==> config.mk <==
export PLATFORM = sky130hd
export DESIGN_NAME = rk4s_mul
export DESIGN_NICKNAME = d
export VERILOG_FILES = /design/src/design/rk4s_pkg.sv /design/src/design/rk4s_mul.sv
export SDC_FILE = /design/constraint.sdc
export NUM_CORES = 2
export LEC_CHECK = 0
export BUFFER_PORTS_ARGS = -buffer_cell sky130_fd_sc_hd__buf_2
export CAP_MARGIN = 20
export CORE_MARGIN = 2
export CORE_UTILIZATION = 60
export DETAILED_ROUTE_END_ITERATION = 10
export GPL_ROUTABILITY_DRIVEN = 0
export PLACE_DENSITY = 0.73
export SYNTH_ARGS = -nofsm -noshare
export SYNTH_HDL_FRONTEND = slang
export SYNTH_SLANG_ARGS = --single-unit
export TNS_END_PERCENT = 10
==> constraint.sdc <==
create_clock -name clock -period 11 [get_ports clock]
set_input_delay 2.2 -clock clock [delete_from_list [all_inputs] [get_ports clock]]
set_output_delay 2.2 -clock clock [all_outputs]
set_load 0.01 [all_outputs]
==> src/design/rk4s_pkg.sv <==
package rk4s_pkg;

   // Fixed-point format and field widths.
   localparam int FRAC_BITS = 16;
   localparam int DATA_W    = 32;
   localparam int STEP_W    = 31;
   localparam int COUNT_W   = 16;
   localparam int CSR_IDX_W = 1;

   // The shared multiplier takes one extra bit so that unsigned 32-bit
   // operands of the constant divisions fit as positive signed values.
   localparam int MUL_W  = DATA_W + 1;
   localparam int PROD_W = 2 * MUL_W;
   localparam int SUM_W  = PROD_W + 1;
   localparam int ACC_W  = DATA_W + 3;
   localparam int STAGE_W = 2;

   typedef logic signed [DATA_W-1:0]  fix_type;
   typedef logic signed [MUL_W-1:0]   mul_type;
   typedef logic signed [PROD_W-1:0]  prod_type;
   typedef logic signed [SUM_W-1:0]   sum_type;
   typedef logic signed [ACC_W-1:0]   acc_type;
   typedef logic [STEP_W-1:0]         step_type;
   typedef logic [COUNT_W-1:0]        count_type;
   typedef logic [STAGE_W-1:0]        stage_type;

   typedef enum logic [CSR_IDX_W-1:0] {
      CSR_STEP_SIZE,
      CSR_END_X
   } csr_index_type;

   // Reset values of the configuration registers: h = 0.1, end = 0.5.
   localparam step_type STEP_SIZE_RESET = STEP_W'(6554);
   localparam fix_type  END_X_RESET     = DATA_W'(32768);

   // Runge-Kutta stage numbers.
   localparam stage_type STG_1 = 2'd0;
   localparam stage_type STG_2 = 2'd1;
   localparam stage_type STG_3 = 2'd2;
   localparam stage_type STG_4 = 2'd3;

   // Rounded division by 3 and 6 through a reciprocal: for n below 2^32,
   // floor(n/3) = (n * RECIP3) >> 33 and floor(n/6) = (n * RECIP3) >> 34.
   localparam logic [DATA_W-1:0] RECIP3     = 32'hAAAA_AAAB;
   localparam int                DIV3_SHIFT = DATA_W + 1;
   localparam int                DIV6_SHIFT = DATA_W + 2;
   localparam logic [DATA_W-1:0] DIV3_BIAS  = DATA_W'(1);
   localparam logic [DATA_W-1:0] DIV6_BIAS  = DATA_W'(3);

   localparam fix_type FIX_MAX = {1'b0, {(DATA_W - 1){1'b1}}};
   localparam fix_type FIX_MIN = {1'b1, {(DATA_W - 1){1'b0}}};
   localparam sum_type SUM_FIX_MAX = sum_type'(FIX_MAX);
   localparam sum_type SUM_FIX_MIN = sum_type'(FIX_MIN);
   localparam sum_type ROUND_HALF  = sum_type'(1) <<< (FRAC_BITS - 1);

   typedef struct packed {
      fix_type val;
      logic    ovf;
   } sat_type;

   // Clamp a wide signed value to the fixed-point range and flag the clamp.
   function automatic sat_type sat_fix(input sum_type v);
      sat_type r;
      if (v > SUM_FIX_MAX) begin
         r.val = FIX_MAX;
         r.ovf = 1'b1;
      end else if (v < SUM_FIX_MIN) begin
         r.val = FIX_MIN;
         r.ovf = 1'b1;
      end else begin
         r.val = fix_type'(v);
         r.ovf = 1'b0;
      end
      return r;
   endfunction

endpackage

==> src/design/rk4s_mul.sv <==
module rk4s_mul (
   input  logic                 clock,
   input  rk4s_pkg::mul_type    mul_a,
   input  rk4s_pkg::mul_type    mul_b,
   output rk4s_pkg::prod_type   mul_p
);

   // Signed multiply with the product registered for the next cycle.
   rk4s_pkg::prod_type prod_ff;
   rk4s_pkg::prod_type prod_in;

   assign prod_in = mul_a * mul_b;

   always_ff @(posedge clock) begin
      prod_ff <= prod_in;
   end

   assign mul_p = prod_ff;

endmodule

==> results by stage <==
Drt:
- In this run the remaining antenna-violating nets after routing total 0.
- The overall routed net length is 107 mm.
- The first-pass iteration count of the detailed router is 8.
- The detailed router finished its first iteration with 1917 violations.
- The per-cell via count in the routed design is 5.55.
- The detailed-route wire length per cell is 20.8 µm.
- In the routed design, unresolved DRC markers number 0.
- The via total after detailed routing is 28495.

STA:
- The slew at the pin closest to its max-slew limit is 0.972 ns.
- The highest clock rate is 96.9 MHz.
- Once routing completed, OpenROAD measured the worst setup slack at 0.677 ns.
- The routed design could run at a clock period as short as 10.32 ns.
- Adding up every negative setup slack in the final design gives 0 ns.
- The count of endpoints failing hold in the final timing report was 0.
- The max-slew violation total from the final report came to 0.
- The count of endpoints failing setup in the final report is 0.
- Setup repair after global routing left no endpoint under its margin.
- The worst-case headroom to the max-slew limit is 0.352.
- The share of the clock period used by the worst path after layout is 0.938.

Finish:
- The area of all placed cells without fillers is 41800 µm².
- The flip-flop count of the largest register after layout is 66.
- Summing all flip-flop and latch instances after layout gives 1320 µm².
- The area of the multi-input gates is 34000 µm².
- Compared with the post-synthesis result, the final layout area differs by 3.60%.
- The fill cell total of the finished layout is 5623.
- The final layout contains 5684 nets.
- The fraction of layout instances using a drive strength above 1 is 0.0472.

Hold path:
- The path with the worst hold slack has its endpoint at mul_p[1].
- The worst hold-check path type is input pin to register.
- The worst hold path was traced through 3 stages.
- The worst min-delay path startpoint is mul_b[1].

Yosys:
- The sequential element share of the synthesized area is 0.0327.
- The synthesized instance count is 4302.
- By instance count, the leading cell after synthesis is fa_1.
- The yosys synthesis warning count is 0.
- The number of nets handed over by synthesis was 5731.
- The proportion of synthesized flip-flops having asynchronous set or reset is 0.
- Each instance of the synthesized netlist takes up on average 9.38 µm².
- The area share of the largest cell type after synthesis is 0.568.
- By area the synthesized netlist is led by fa_1, inv_1, and2_1.
- After synthesis, the netlist uses 61 different library cells.
- The dominant cell type by area after synthesis is fa_1.
- The synthesized design contains 0 enable-type register cells.
- Sorting the synthesized cells by how often they occur yields fa_1, inv_1, and2_1.
- The flip-flop and latch count after synthesis is 66.
- The cell area that synthesis handed to floorplanning was 40400 µm².
- Among all flip-flop cells after synthesis, the most frequent one is dfxtp_1.

Place:
- Detailed placement ended at an HPWL of 87.5 mm.
- Timing analysis after detailed placement gives a worst setup slack of 0.535 ns.
- Port buffering added 132 buffers.
- The post-placement cell area is 41500 µm².

GRT:
- The number of antenna violations at the first check in global routing is 9.
- The maximum number of pins on one net before global-route repair is 34.
- The first global-routing pass estimated 176 mm of wire.
- The via count of the first global-routing pass is 31404.
- Global routing finished with a remaining overflow of 0.
- The overall routing resource usage is 0.332.

Die:
- The initialized floorplan defines 95 standard-cell rows.
- The initial utilization of the core area, before any placement, comes to 0.603.
- The die extent in x is 263 µm.
- Measured along the y axis, the die boundary spans 263 µm.
- The floorplan step defined a die boundary enclosing 69400 µm².
- The number of ports placed on the die boundary is 133.
- The core box area is 66900 µm².

Worst setup path:
- The worst path arrival time is 10.57 ns.
- The critical path endpoint category is a register.
- The class of the most critical setup path is input pin to register.
- The biggest fanout along the worst timing path is 27.
- STA classifies the critical path startpoint as an input pin.
- For the worst setup path, the data required time is 11.25 ns.

Clocking:
- The TritonCTS buffer count is 9.
- The H-tree was split into 3 levels.
- The quantity of gates resized following cts is 0.
- Clock tree synthesis found a total of 66 sinks.
- TritonCTS built the clock tree.
- In this run the post-CTS setup repair buffer count came out at 0.
- In this run the deepest clock path goes through 2 buffers.
- Buffers inserted to repair hold after CTS numbered 0.
- The tree is rooted in a clkbuf_16.
- Clock-pin slew was measured on the worst setup and hold paths at 0.06 ns.

Run status:
- The run finished with clean final reports.

Run:
- Max-cap violations in this run came to 0.
-- placed cells by master (no fill, tap or decap), types with 4 or more instances in the layout --
master | Yosys | layout
xnor2_1 | 55 | 55
nor3_1 | 7 | 7
nand4_1 | 9 | 9
a21oi_1 | 73 | 73
xor2_1 | 20 | 20
and3_1 | 7 | 7
dfxtp_1 | 66 | 66
clkbuf_16 | 0 | 9
diode_2 | 0 | 5
a211oi_2 | 4 | 4
nor4_1 | 5 | 5
buf_2 | 0 | 132
buf_4 | 0 | 31
o21ai_0 | 37 | 37
a211oi_1 | 5 | 5
and2_1 | 562 | 562
or2_2 | 4 | 4
inv_1 | 1133 | 1133
a21o_1 | 28 | 28
nand2_1 | 543 | 543
and4_1 | 7 | 7
o21a_1 | 7 | 7
fa_1 | 1145 | 1145
ha_1 | 217 | 217
a31oi_1 | 9 | 9
o211ai_1 | 7 | 7
nor2_1 | 47 | 47
o21ai_1 | 5 | 5
o21bai_1 | 8 | 8
nand3_1 | 18 | 18
nand2b_1 | 9 | 9
-- worst max path at each step --
stage                     slack (ns)        end      start
after CTS                       0.92  mul_p[65]   mul_b[9]
final                           0.68  mul_p[38]  mul_b[11]
after global routing            0.50  mul_p[65]   mul_b[9]
after global placement          0.62  mul_p[65]   mul_b[9]
after detailed placement        0.54  mul_p[65]   mul_b[9]
after floorplan                 1.58  mul_p[65]  mul_a[32]
-- per-stage QoR --
step / utilization / hold WS (ns) / instances
after CTS: 0.625 / 2.30 / 5132
after floorplan: - / 2.33 / 4302
after global routing: 0.625 / 2.34 / 5134
after global placement: 0.620 / 2.59 / 5117
final: 0.625 / 2.31 / 5137
after detailed placement: 0.620 / 2.59 / 5117
-- area by class of cell --
class / count / share of cell area
flip-flops and latches: 66 / 0.0316
inverters: 1133 / 0.102
diodes: 5 / 0.000299
repair buffers: 163 / 0.0214
clock inverters: 5 / 0.00132
clock buffers: 10 / 0.00571
well taps: 873 / 0.0261
multi-input cells: 2882 / 0.812
-- cell families after synthesis --
| group | Yosys count | share of synthesized area |
|---|---|---|
| fa+ha+maj | 1362 | 0.635 |
| buf+inv | 1354 | 0.126 |
| simple gates | 1228 | 0.154 |
| compound gates | 217 | 0.0360 |
| xor+xnor | 75 | 0.0163 |
| flops | 66 | 0.0327 |
-- routing by layer --
metal	global-route usage	wire, µm	vias up
met3	0.0656	9220	315
met4	0.164	6330	8
li1	-	-	12104
met5	0	56	-
met1	0.434	39900	14729
met2	0.535	51300	1339
-- critical path: stages --
cell and delay [ns]:
buf_2 0.64, buf_4 0.29, nand2_1 0.08, fa_1 0.48
fa_1 0.53, fa_1 0.55, inv_1 0.05, fa_1 0.51
inv_1 0.06, fa_1 0.53, inv_1 0.06, fa_1 0.46
fa_1 0.49, inv_1 0.05, fa_1 0.47, inv_1 0.07
ha_1 0.39, a21o_1 0.24, o21bai_1 0.17, a21o_1 0.16
a221o_1 0.29, a21oi_1 0.77, nand2_1 0.39, a21boi_1 0.30
o21ai_0 0.14, xor2_1 0.18
Power is left out: the tool's default activity adds up to more than one toggle a clock period on the data nets, which glitch-free logic cannot reach.
